`src/rtl/ils_pkg.sv`:
```
// Shared codes, widths and control types for the indexed list store.
package ils_pkg;

   localparam int DEFAULT_DEPTH = 16;
   localparam int WORD_W        = 32;
   localparam int MODE_W        = 3;
   localparam int POSITION_W    = 5;
   localparam int COUNT_W       = 5;
   localparam int STATUS_W      = 2;

   localparam logic [MODE_W-1:0] MODE_PUSH_BACK  = 3'd0;
   localparam logic [MODE_W-1:0] MODE_PUSH_FRONT = 3'd1;
   localparam logic [MODE_W-1:0] MODE_POP_FRONT  = 3'd2;
   localparam logic [MODE_W-1:0] MODE_POP_BACK   = 3'd3;
   localparam logic [MODE_W-1:0] MODE_INSERT     = 3'd4;
   localparam logic [MODE_W-1:0] MODE_REMOVE     = 3'd5;
   localparam logic [MODE_W-1:0] MODE_READ       = 3'd6;
   localparam logic [MODE_W-1:0] MODE_CLEAR      = 3'd7;

   localparam logic [STATUS_W-1:0] STATUS_OK    = 2'd0;
   localparam logic [STATUS_W-1:0] STATUS_FULL  = 2'd1;
   localparam logic [STATUS_W-1:0] STATUS_EMPTY = 2'd2;
   localparam logic [STATUS_W-1:0] STATUS_RANGE = 2'd3;

   // Per-cycle command broadcast along the cell row
   typedef struct packed {
      logic open_gap;   // shift towards the back from the index, write word there
      logic close_gap;  // shift towards the front onto the index
   } cell_ctrl_type;

endpackage

```
`src/rtl/indexed_list_store_core.sv`:
```
// Top level of the indexed list store: decode, cell row and result register.
//
//  channel | direction | handshake            | payload
//  --------+-----------+----------------------+---------------------------------------
//  req_    | in        | req_valid/req_stall  | req_mode, req_position, req_word_in
//  rsp_    | out       | rsp_valid/rsp_stall  | rsp_word_out, rsp_count, rsp_status
//
//  For every word, the cell row shifts or writes in the accepting
//  cycle and the result sits in the output register on the next cycle.
//  One word per cycle is sustained while rsp_stall is low.
//  req_stall rises only while a result is held in the output register under rsp_stall.
//  Reset empties the list and drops any pending result; the cells keep their contents.
module indexed_list_store_core #(
   parameter int DEPTH = ils_pkg::DEFAULT_DEPTH
) (
   input  logic                                  clock,
   input  logic                                  reset,
   input  logic                                  req_valid,
   output logic                                  req_stall,
   input  logic [ils_pkg::MODE_W-1:0]            req_mode,
   input  logic [ils_pkg::POSITION_W-1:0]        req_position,
   input  logic signed [ils_pkg::WORD_W-1:0]     req_word_in,
   output logic                                  rsp_valid,
   input  logic                                  rsp_stall,
   output logic signed [ils_pkg::WORD_W-1:0]     rsp_word_out,
   output logic [ils_pkg::COUNT_W-1:0]           rsp_count,
   output logic [ils_pkg::STATUS_W-1:0]          rsp_status
);
   import ils_pkg::*;

   localparam int CNT_W = $clog2(DEPTH + 1);
   localparam int PW    = (CNT_W > POSITION_W) ? CNT_W : POSITION_W;

   logic                    accept;
   logic [CNT_W-1:0]        occupancy_ff;
   logic [CNT_W-1:0]        occupancy_in;
   cell_ctrl_type           dec_ctrl;
   cell_ctrl_type           cell_ctrl;
   logic [PW-1:0]           cell_pos;
   logic [STATUS_W-1:0]     dec_status;
   logic                    take_word;
   logic signed [WORD_W-1:0] cell_word [DEPTH];
   logic signed [WORD_W-1:0] cell_tap  [DEPTH];
   logic signed [WORD_W-1:0] gathered;
   logic [PW-1:0]           count_x;

   logic                    rsp_valid_ff;
   logic signed [WORD_W-1:0] rsp_word_ff;
   logic [COUNT_W-1:0]      rsp_count_ff;
   logic [STATUS_W-1:0]     rsp_status_ff;

   assign req_stall = rsp_valid_ff && rsp_stall;
   assign accept    = req_valid && !req_stall;

   ils_decode #(
      .DEPTH (DEPTH),
      .CNT_W (CNT_W),
      .PW    (PW)
   ) u_decode (
      .mode         (req_mode),
      .position     (req_position),
      .occupancy    (occupancy_ff),
      .ctrl         (dec_ctrl),
      .cell_pos     (cell_pos),
      .occupancy_nx (occupancy_in),
      .status       (dec_status),
      .take_word    (take_word)
   );

   // Hold the row still unless a word is taken
   assign cell_ctrl = accept ? dec_ctrl : '0;

   for (genvar i = 0; i < DEPTH; i++) begin : g_cell
      logic signed [WORD_W-1:0] front_word;
      logic signed [WORD_W-1:0] back_word;

      if (i == 0) begin : g_head
         assign front_word = '0;
      end else begin : g_link_front
         assign front_word = cell_word[i-1];
      end

      if (i == DEPTH - 1) begin : g_tail
         assign back_word = '0;
      end else begin : g_link_back
         assign back_word = cell_word[i+1];
      end

      ils_cell #(
         .INDEX (i),
         .PW    (PW)
      ) u_cell (
         .clock      (clock),
         .step       (accept),
         .ctrl       (cell_ctrl),
         .pos        (cell_pos),
         .word_in    (req_word_in),
         .from_front (front_word),
         .from_back  (back_word),
         .word       (cell_word[i]),
         .tap        (cell_tap[i])
      );
   end

   // At most one tap is non-zero
   always_comb begin
      gathered = '0;
      for (int i = 0; i < DEPTH; i++) begin
         gathered = gathered | cell_tap[i];
      end
   end

   assign count_x = PW'(occupancy_in);

   always_ff @(posedge clock) begin
      if (reset) begin
         occupancy_ff <= '0;
         rsp_valid_ff <= 1'b0;
      end else begin
         if (accept) begin
            occupancy_ff <= occupancy_in;
            rsp_valid_ff <= 1'b1;
         end else if (!rsp_stall) begin
            rsp_valid_ff <= 1'b0;
         end
      end
   end

   always_ff @(posedge clock) begin
      if (accept) begin
         rsp_word_ff   <= take_word ? gathered : '0;
         rsp_count_ff  <= count_x[COUNT_W-1:0];
         rsp_status_ff <= dec_status;
      end
   end

   assign rsp_valid    = rsp_valid_ff;
   assign rsp_word_out = rsp_word_ff;
   assign rsp_count    = rsp_count_ff;
   assign rsp_status   = rsp_status_ff;

endmodule

```
`src/rtl/ils_cell.sv`:
```
// One storage cell of the list row: holds one word and trades it with its neighbours.
module ils_cell #(
   parameter int INDEX = 0,
   parameter int PW    = 5
) (
   input  logic                              clock,
   input  logic                              step,
   input  ils_pkg::cell_ctrl_type            ctrl,
   input  logic [PW-1:0]                     pos,
   input  logic signed [ils_pkg::WORD_W-1:0] word_in,
   input  logic signed [ils_pkg::WORD_W-1:0] from_front,
   input  logic signed [ils_pkg::WORD_W-1:0] from_back,
   output logic signed [ils_pkg::WORD_W-1:0] word,
   output logic signed [ils_pkg::WORD_W-1:0] tap
);
   import ils_pkg::*;

   localparam logic [PW-1:0] MY_INDEX = PW'(INDEX);

   logic signed [WORD_W-1:0] word_ff;
   logic signed [WORD_W-1:0] word_in_nx;
   logic                     at_pos;
   logic                     behind_pos;

   assign at_pos     = (pos == MY_INDEX);
   assign behind_pos = (MY_INDEX > pos);

   always_comb begin
      word_in_nx = word_ff;
      if (ctrl.open_gap) begin
         if (behind_pos) begin
            word_in_nx = from_front;
         end else if (at_pos) begin
            word_in_nx = word_in;
         end
      end else if (ctrl.close_gap) begin
         if (behind_pos || at_pos) begin
            word_in_nx = from_back;
         end
      end
   end

   always_ff @(posedge clock) begin
      if (step) begin
         word_ff <= word_in_nx;
      end
   end

   assign word = word_ff;
   // Offer the held word only when this cell is addressed
   assign tap  = at_pos ? word_ff : '0;

endmodule

```
`src/rtl/ils_decode.sv`:
```
// Operation decode: bound checks, cell command, next count and status.
module ils_decode #(
   parameter int DEPTH = ils_pkg::DEFAULT_DEPTH,
   parameter int CNT_W = 5,
   parameter int PW    = 5
) (
   input  logic [ils_pkg::MODE_W-1:0]     mode,
   input  logic [ils_pkg::POSITION_W-1:0] position,
   input  logic [CNT_W-1:0]               occupancy,
   output ils_pkg::cell_ctrl_type         ctrl,
   output logic [PW-1:0]                  cell_pos,
   output logic [CNT_W-1:0]               occupancy_nx,
   output logic [ils_pkg::STATUS_W-1:0]   status,
   output logic                           take_word
);
   import ils_pkg::*;

   localparam logic [CNT_W-1:0] FULL_COUNT = CNT_W'(DEPTH);

   logic          full;
   logic          empty;
   logic [PW-1:0] pos_x;
   logic [PW-1:0] occ_x;

   assign full  = (occupancy == FULL_COUNT);
   assign empty = (occupancy == '0);
   assign pos_x = PW'(position);
   assign occ_x = PW'(occupancy);

   always_comb begin
      ctrl         = '0;
      cell_pos     = '0;
      occupancy_nx = occupancy;
      status       = STATUS_OK;
      take_word    = 1'b0;
      case (mode)
         MODE_PUSH_BACK, MODE_PUSH_FRONT: begin
            if (full) begin
               status = STATUS_FULL;
            end else begin
               ctrl.open_gap = 1'b1;
               cell_pos      = (mode == MODE_PUSH_BACK) ? occ_x : '0;
               occupancy_nx  = occupancy + 1'b1;
            end
         end
         MODE_POP_FRONT, MODE_POP_BACK: begin
            if (empty) begin
               status = STATUS_EMPTY;
            end else begin
               ctrl.close_gap = 1'b1;
               take_word      = 1'b1;
               cell_pos       = (mode == MODE_POP_BACK) ? occ_x - 1'b1 : '0;
               occupancy_nx   = occupancy - 1'b1;
            end
         end
         MODE_INSERT: begin
            if (full) begin
               status = STATUS_FULL;
            end else if (pos_x > occ_x) begin
               status = STATUS_RANGE;
            end else begin
               ctrl.open_gap = 1'b1;
               cell_pos      = pos_x;
               occupancy_nx  = occupancy + 1'b1;
            end
         end
         MODE_REMOVE, MODE_READ: begin
            if (empty) begin
               status = STATUS_EMPTY;
            end else if (pos_x >= occ_x) begin
               status = STATUS_RANGE;
            end else begin
               take_word = 1'b1;
               cell_pos  = pos_x;
               if (mode == MODE_REMOVE) begin
                  ctrl.close_gap = 1'b1;
                  occupancy_nx   = occupancy - 1'b1;
               end
            end
         end
         MODE_CLEAR: begin
            occupancy_nx = '0;
         end
         default: begin
            occupancy_nx = '0;
         end
      endcase
   end

endmodule
```
`config.mk`:
```
export PLATFORM = sky130hd
export DESIGN_NAME = indexed_list_store_core
export DESIGN_NICKNAME = d
export VERILOG_FILES = /design/src/rtl/ils_pkg.sv /design/src/rtl/indexed_list_store_core.sv /design/src/rtl/ils_cell.sv /design/src/rtl/ils_decode.sv
export SDC_FILE = /design/constraint.sdc
export NUM_CORES = 2
export LEC_CHECK = 0
export BUFFER_PORTS_ARGS = -buffer_cell sky130_fd_sc_hd__clkbuf_2
export CAP_MARGIN = 20
export CORE_MARGIN = 2
export CORE_UTILIZATION = 40
export DETAILED_ROUTE_END_ITERATION = 7
export HOLD_SLACK_MARGIN = 0.1
export PLACE_DENSITY = 0.58
export SYNTH_ARGS = -nofsm -noshare
export SYNTH_HDL_FRONTEND = slang
export SYNTH_HIERARCHICAL = 1
export SYNTH_SLANG_ARGS = --single-unit
```
`constraint.sdc`:
```
create_clock -name clock -period 12.9 [get_ports clock]
set_input_delay 2.58 -clock clock [delete_from_list [all_inputs] [get_ports clock]]
set_output_delay 2.58 -clock clock [all_outputs]
set_load 0.01 [all_outputs]
```
Yosys cells after proc, flatten, opt, wreduce, memory -nomap -nowiden. Index checks and enable logic that the tools add are counted.

Bits in registers: 557. Bits of input ports: 44. Output and inout port bits: 41. Logic and storage cells: 289.

Add/subtract/negate cells: 2. Magnitude comparators: 18. Eq/ne operators: 40. Mux-type cells: 135. Bitwise gates (word level): 15. Reduce and logical (&&, ||, !) cells: 58.

Operator list (number): two-way mux 32 bit (96); bitwise OR 32 bit (15); two-way mux 5 bit (15); AND reduction 4 bit (16); != test 3 x 1 -> 1 bit, second input constant (16); equality test 5 x 4 -> 1 bit, second input constant (8); > comparator 4 x 5 -> 1 bit, first input constant (8); nonzero test 2 bit (17); case mux 5 bit (5 select lines) (1); equality test 5 x 3 -> 1 bit, second input constant (4); > comparator 3 x 5 -> 1 bit, first input constant (4); case mux 5 bit (4 select lines) (1); logical OR 1 bit (16); equality test 3 bit, second input constant (4); two-way mux 1 bit (12); two-way mux 2 bit (6); equality test 5 x 2 -> 1 bit, second input constant (2); > comparator 1 x 5 -> 1 bit, first input constant (2); > comparator 2 x 5 -> 1 bit, first input constant (2); zero test 5 bit (2); case mux 2 bit (4 select lines) (1); equality test 3 x 2 -> 1 bit, second input constant (2); case mux 1 bit (2 select lines) (3); OR reduction 2 bit (3); 11 further kinds (12).

Longest topological paths before layout.
Depth after elaboration: 21. Depth in mapped cells: 14. Gate-level depth less buffers: 12.

Cells and area by module. The synthesis kept the hierarchy.

By module, submodules not included: indexed_list_store_core (times used 1, cells an instance 227, area an instance 2511.2 um^2, sequential area each 1291.2 um^2); ils_cell (g_cell[4].u_cell) (times used 1, cells an instance 229, area an instance 2351.0 um^2, sequential area each 960.9 um^2); ils_cell (g_cell[11].u_cell) (times used 1, cells an instance 225, area an instance 2278.4 um^2, sequential area each 960.9 um^2); ils_cell (g_cell[8].u_cell) (times used 1, cells an instance 257, area an instance 2278.4 um^2, sequential area each 960.9 um^2); ils_cell (g_cell[9].u_cell) (times used 1, cells an instance 221, area an instance 2094.5 um^2, sequential area each 960.9 um^2); ils_cell (g_cell[1].u_cell) (times used 1, cells an instance 222, area an instance 2072.0 um^2, sequential area each 960.9 um^2); ils_cell (g_cell[5].u_cell) (times used 1, cells an instance 222, area an instance 1974.4 um^2, sequential area each 960.9 um^2); ils_cell (g_cell[13].u_cell) (times used 1, cells an instance 221, area an instance 1968.1 um^2, sequential area each 960.9 um^2); ils_cell (g_cell[0].u_cell) (times used 1, cells an instance 115, area an instance 1946.9 um^2, sequential area each 960.9 um^2); ils_cell (g_cell[14].u_cell) (times used 1, cells an instance 215, area an instance 1891.8 um^2, sequential area each 960.9 um^2); ils_cell (g_cell[15].u_cell) (times used 1, cells an instance 214, area an instance 1891.8 um^2, sequential area each 960.9 um^2); ils_cell (g_cell[2].u_cell) (times used 1, cells an instance 177, area an instance 1884.3 um^2, sequential area each 960.9 um^2); ils_cell (g_cell[6].u_cell) (times used 1, cells an instance 177, area an instance 1880.6 um^2, sequential area each 960.9 um^2); ils_cell (g_cell[7].u_cell) (times used 1, cells an instance 214, area an instance 1873.0 um^2, sequential area each 960.9 um^2); 4 more rows.

Least setup slack after synthesis. Ideal clock, no wire load.

Kind: input -> register. Start point: input port req_position[4] in the netlist's numbering. End point: register g_cell[10].u_cell.word_ff[0], enable pin. Setup time: 594 ps. Data arrival time: 10299 ps. Data required time: 12306 ps. Slack: 2008 ps. Stages: 7. Path buffers: 0. Cell sequence: ha_1 nand2_2 a211oi_2 o21a_1 a21oi_1 o2bb2ai_1 a2111oi_0.

Longest elaborated chain between the ends: 8. Elaborated cells on any way between the ends: 21. Those cells by class: order compare (3); eq/ne (2); mux (12); reduce/logical (4).

Ends and longest elaborated chain: start: declaration (RTL line indexed_list_store_core.sv:21) `input logic [ils_pkg::POSITION_W-1:0] req_position,`; greater-or-equal comparator 5 bit / > comparator 5 bit (equally long branches) (RTL line ils_decode.sv:70, ils_decode.sv:59); two-way mux 5 bit, on equally long branches (RTL line ils_decode.sv:70, ils_decode.sv:59); two-way mux 5 bit, on equally long branches (RTL line ils_decode.sv:68, ils_decode.sv:57); case mux 5 bit (4 select lines) * (RTL line ils_decode.sv:36) `case (mode)`; net cell_pos[4] (RTL line indexed_list_store_core.sv:39) `logic [PW-1:0] cell_pos;`; > comparator 4 x 5 -> 1 bit / equality test 5 x 4 -> 1 bit (equally long branches) (RTL line ils_cell.sv:26, ils_cell.sv:25); logical OR 1 bit (RTL line ils_cell.sv:37) `if (behind_pos || at_pos) begin`; nonzero test 2 bit (no source line); AND reduction 4 bit (no source line) *; end signal: assignment (RTL line ils_cell.sv:45) `word_ff <= word_in_nx;`; end: declaration (RTL line ils_cell.sv:20) `logic signed [WORD_W-1:0] word_ff;`.

The timed path passes the listed nets; every way through them passes the cells marked *. A chain may end at the register's enable or synchronous reset.

Worst setup path in the final report.
Start point: input port req_mode[2] in the netlist's numbering. End point: register g_cell[11].u_cell.word_ff[31], data pin.

Longest elaborated chain between the ends: 7. Elaborated cells on any way between the ends: 20. Those cells by class: order compare (1); eq/ne (6); mux (9); reduce/logical (4).

Ends and longest elaborated chain: start: declaration (RTL line indexed_list_store_core.sv:20) `input logic [ils_pkg::MODE_W-1:0] req_mode,`; equality test 3 x 2 -> 1 bit / zero test 3 bit (equally long branches) (RTL line ils_decode.sv:36, ils_decode.sv:52, ils_decode.sv:42); two-way mux 5 bit, on equally long branches (RTL line ils_decode.sv:52, ils_decode.sv:42); two-way mux 5 bit, on equally long branches (RTL line ils_decode.sv:47, ils_decode.sv:38); case mux 5 bit (4 select lines) * (RTL line ils_decode.sv:36); net cell_pos[3] (RTL line indexed_list_store_core.sv:39); > comparator 4 x 5 -> 1 bit * (RTL line ils_cell.sv:26) `assign behind_pos = (MY_INDEX > pos);`; two-way mux 32 bit * (RTL line ils_cell.sv:31) `if (behind_pos) begin`; two-way mux 32 bit * (RTL line ils_cell.sv:30) `if (ctrl.open_gap) begin`; net g_cell[11].u_cell.word_in_nx[31] (RTL line ils_cell.sv:21) `logic signed [WORD_W-1:0] word_in_nx;`; end signal: assignment (RTL line ils_cell.sv:45); end: declaration (RTL line ils_cell.sv:20).

Marks and branches as above.

==> flow_summary.toml <==
[power]
p_int_mw = 3.33
clockPowerShare_pct = 40.5
switching_power_mw = 1.34
peakVddDrop_mv = 0.101
pwr_density_cell_mw_per_mm2 = 121
leakage_nw = 13.9
p_sw_share_pct = 28.7
pwr-share-comb_pct = 14.2
power_frac_seq_pct = 45.3

[yosys]
synth_top_area_share_pct = 46.9
synthCells = 3646
synth-edff-count = 551
async_flop_share_pct = 0
ys.flop_type = "edfxtp_1"
synth.most_common_cell = "edfxtp_1"
yosys-top-cells-count = "edfxtp_1 (551), nor2_1 (419), nand2_1 (403)"
ys_seq_area_share_pct = 47.2
yosysTopAreaCell = "edfxtp_1"
yosysUniqueCellTypes = 97
ys_warn_count = 6
syn_area_per_cell_um2 = 9.68
ys_seq_elements = 557
synth_area_leaders = "edfxtp_1 (47%), and2_1 (6.9%), a31oi_1 (5.8%)"
netlist_area_mm2 = 0.0353

[worst_setup_path]
r2r-start = "occupancy_ff[2]"
crit_fanout = 46
reg2reg_depth = 12
required_ns = 13.22
cpPeakStageDelay_ns = 0.99
arrival_ns = 7.97
critical_path.top_delay_family = "simple AND/OR/NAND/NOR gates"
worstSetupPathType = "primary input to flip-flop"
path_cells = "clkbuf_2 -> clkinv_1 -> nor3_1 -> nand2_1 -> a21oi_1 -> o2bb2ai_4 -> buf_4 -> buf_4 -> or2_2 -> and2_4 -> o221ai_1"
reg2reg_setup_slack_ns = 6.68
end_kind = "flip-flop"
cp_slowest_cell = "or2_2"
crit_buf_inv = 4
rr_endpoint = "g_cell[11].u_cell/word[31]"
critPathLaunchType = "primary input"
path_depth = 11
crit_top_cell = "buf_4"

[timing]
fin_skew_ns = 0.0287
worst_pin_slew_ns = 1.26
slew_violations = 0
setup_viol_count_final = 0
timing.setup.tns_ns = 0
timing.final.crit_share_pct = 59.3
maxSlewHeadroom_pct = 15.5
rsz0062_at_grt = "false"
period_needed_ns = 7.65
fmax_mhz = 131
hold_viol = 0

[floorplan]
die_area_mm2 = 0.0907
row_count = 108
die_w_um = 301
die_h_um = 301
start_util_pct = 40.5
coreArea_mm2 = 0.0872
ioPinCount = 85

[finish]
drive_gt1_share_pct = 12.9
syn2layout_area_growth_pct = 8.98
post-route-util_pct = 44.1
final_nets = 3640

[grt]
grtUsageTotal_pct = 29.2
grt_max_degree = 237
grt_pass1_wl_mm = 196
first_global_vias = 28600
grt-ovfl-total = 0
antenna_found_initial = 13

[routing]
drtIter0Drc = 4194
drcViolationCount = 0
wl_mm = 136
routedWlPerCell_um = 28.3
ant_nets = 0
via_count = 30700
via_per_inst = 6.40
dr.pass1.iters = 8

[min_path]
holdCritPathClass = "flip-flop to flip-flop"
hold_end = "g_cell[0].u_cell/word[31]"
hp-start = "g_cell[1].u_cell/word[31]"
hold_depth = 1

[clock_tree]
clk_latency_ns = 0.63
ctsHtreeMaxLevel = 3
cts.sinks = 557
clockBufferDepth = 3
post-cts-setup-buffers = 0
cts_tree = "built"
cts_hold_buf = 0
clock-root-buffer = "clkbuf_16"
cts_made_buffers = 69
ctsResizeCount = 0
clkTransAtPathRegs_ns = 0.06

[place]
routabilityCongestion = 0.869
io_buffers = 84
place_hpwl_mm = 77.4

[status]
status = "completed"

[run]
cap_violations = 0
==> layer usage <==
layer / vias up / global-route usage, % / routed length [um]
li1: 13400 / - / -
met1: 15000 / 39.9 / 54600
met2: 1940 / 45.4 / 60400
met3: 402 / 4.80 / 14100
met4: 2 / 13.4 / 6930
met5: - / 0 / 13
==> area by class of cell <==
cell class                      count  area [um2]
Sequential cell                   557       16700
Timing Repair Buffer              164        1070
Fill cell                        8389       48700
Clock inverter                     35         243
Inverter                          110         413
Antenna cell                        3        7.51
Tap cell                         1155        1450
Multi-Input combinational cell   2687       16800
Clock buffer                       92        1880
==> cell usage in the layout (no fill, tap or decap), types with 70 or more instances in the layout <==
cell type	n
clkbuf_2	84
nand3_1	72
clkbuf_16	72
a21oi_1	72
nor4_1	130
inv_1	106
edfxtp_1	551
nand2_1	403
nor2_1	413
a31oi_1	325
mux2i_1	70
o21ai_0	116
and2_1	387
buf_4	76
==> power by group through the flow <==
stage               Combinational, mW  Clock (mW)  Sequential [mW]
finish                          0.662        1.89             2.12
global route                    0.699        1.97             2.12
CTS                             0.646        1.91             2.12
detailed placement              0.645           0             2.15
global placement                0.636           0             2.16
floorplan                       0.431           0             2.14
==> worst max path at each step <==
stage,startpoint,end,slack [ns]
2_1_floorplan,req_position[4],g_cell[10].u_cell/word[0],2.01
3_3_place_gp,req_mode[2],g_cell[11].u_cell/word[0],4.96
3_5_place_dp,req_mode[2],g_cell[11].u_cell/word[0],4.81
4_1_cts,req_mode[2],g_cell[11].u_cell/word[31],5.50
5_1_grt,req_mode[2],g_cell[11].u_cell/word[31],5.19
6_report,req_mode[2],g_cell[11].u_cell/word[31],5.25
==> cells by family (layout without fill, tap and decap cells) <==
kind of cell / Yosys count / count (layout) / synth area share (%)
multiplexers: 102 / 102 / 3.01
buffers and inverters: 433 / 401 / 6.42
adder cells (fa/ha/maj): 7 / 7 / 0.248
AND/OR/NAND/NOR: 1755 / 1755 / 27.4
XOR/XNOR: 3 / 3 / 0.0744
flip-flops: 557 / 557 / 47.2
other: 1 / 35 / 0.0106
AO/OA/AOI/OAI: 788 / 788 / 15.7
==> state kept, by name, summed over array words and instances (netlist names) <==
signal	count
occupancy_ff	5
rsp_valid	1
rsp_word_out	32
rsp_count	5
g_cell.u_cell/word	512
rsp_status	2
==> through the flow <==
step | power (mW) | worst slack (ns) | instance area, um2 | std cells | hold WS (ns)
3_5_place_dp | 2.80 | 4.81 | 36300 | 4673 | 0.596
3_3_place_gp | 2.79 | 4.96 | 36300 | 4672 | 0.585
5_1_grt | 4.79 | 5.19 | 38500 | 4802 | 0.636
6_report | 4.67 | 5.25 | 38500 | 4803 | 0.608
4_1_cts | 4.67 | 5.50 | 38500 | 4800 | 0.609
2_1_floorplan | 2.57 | 2.01 | 35400 | 3677 | 0.484
No activity file was read; power rests on OpenSTA's default activity.
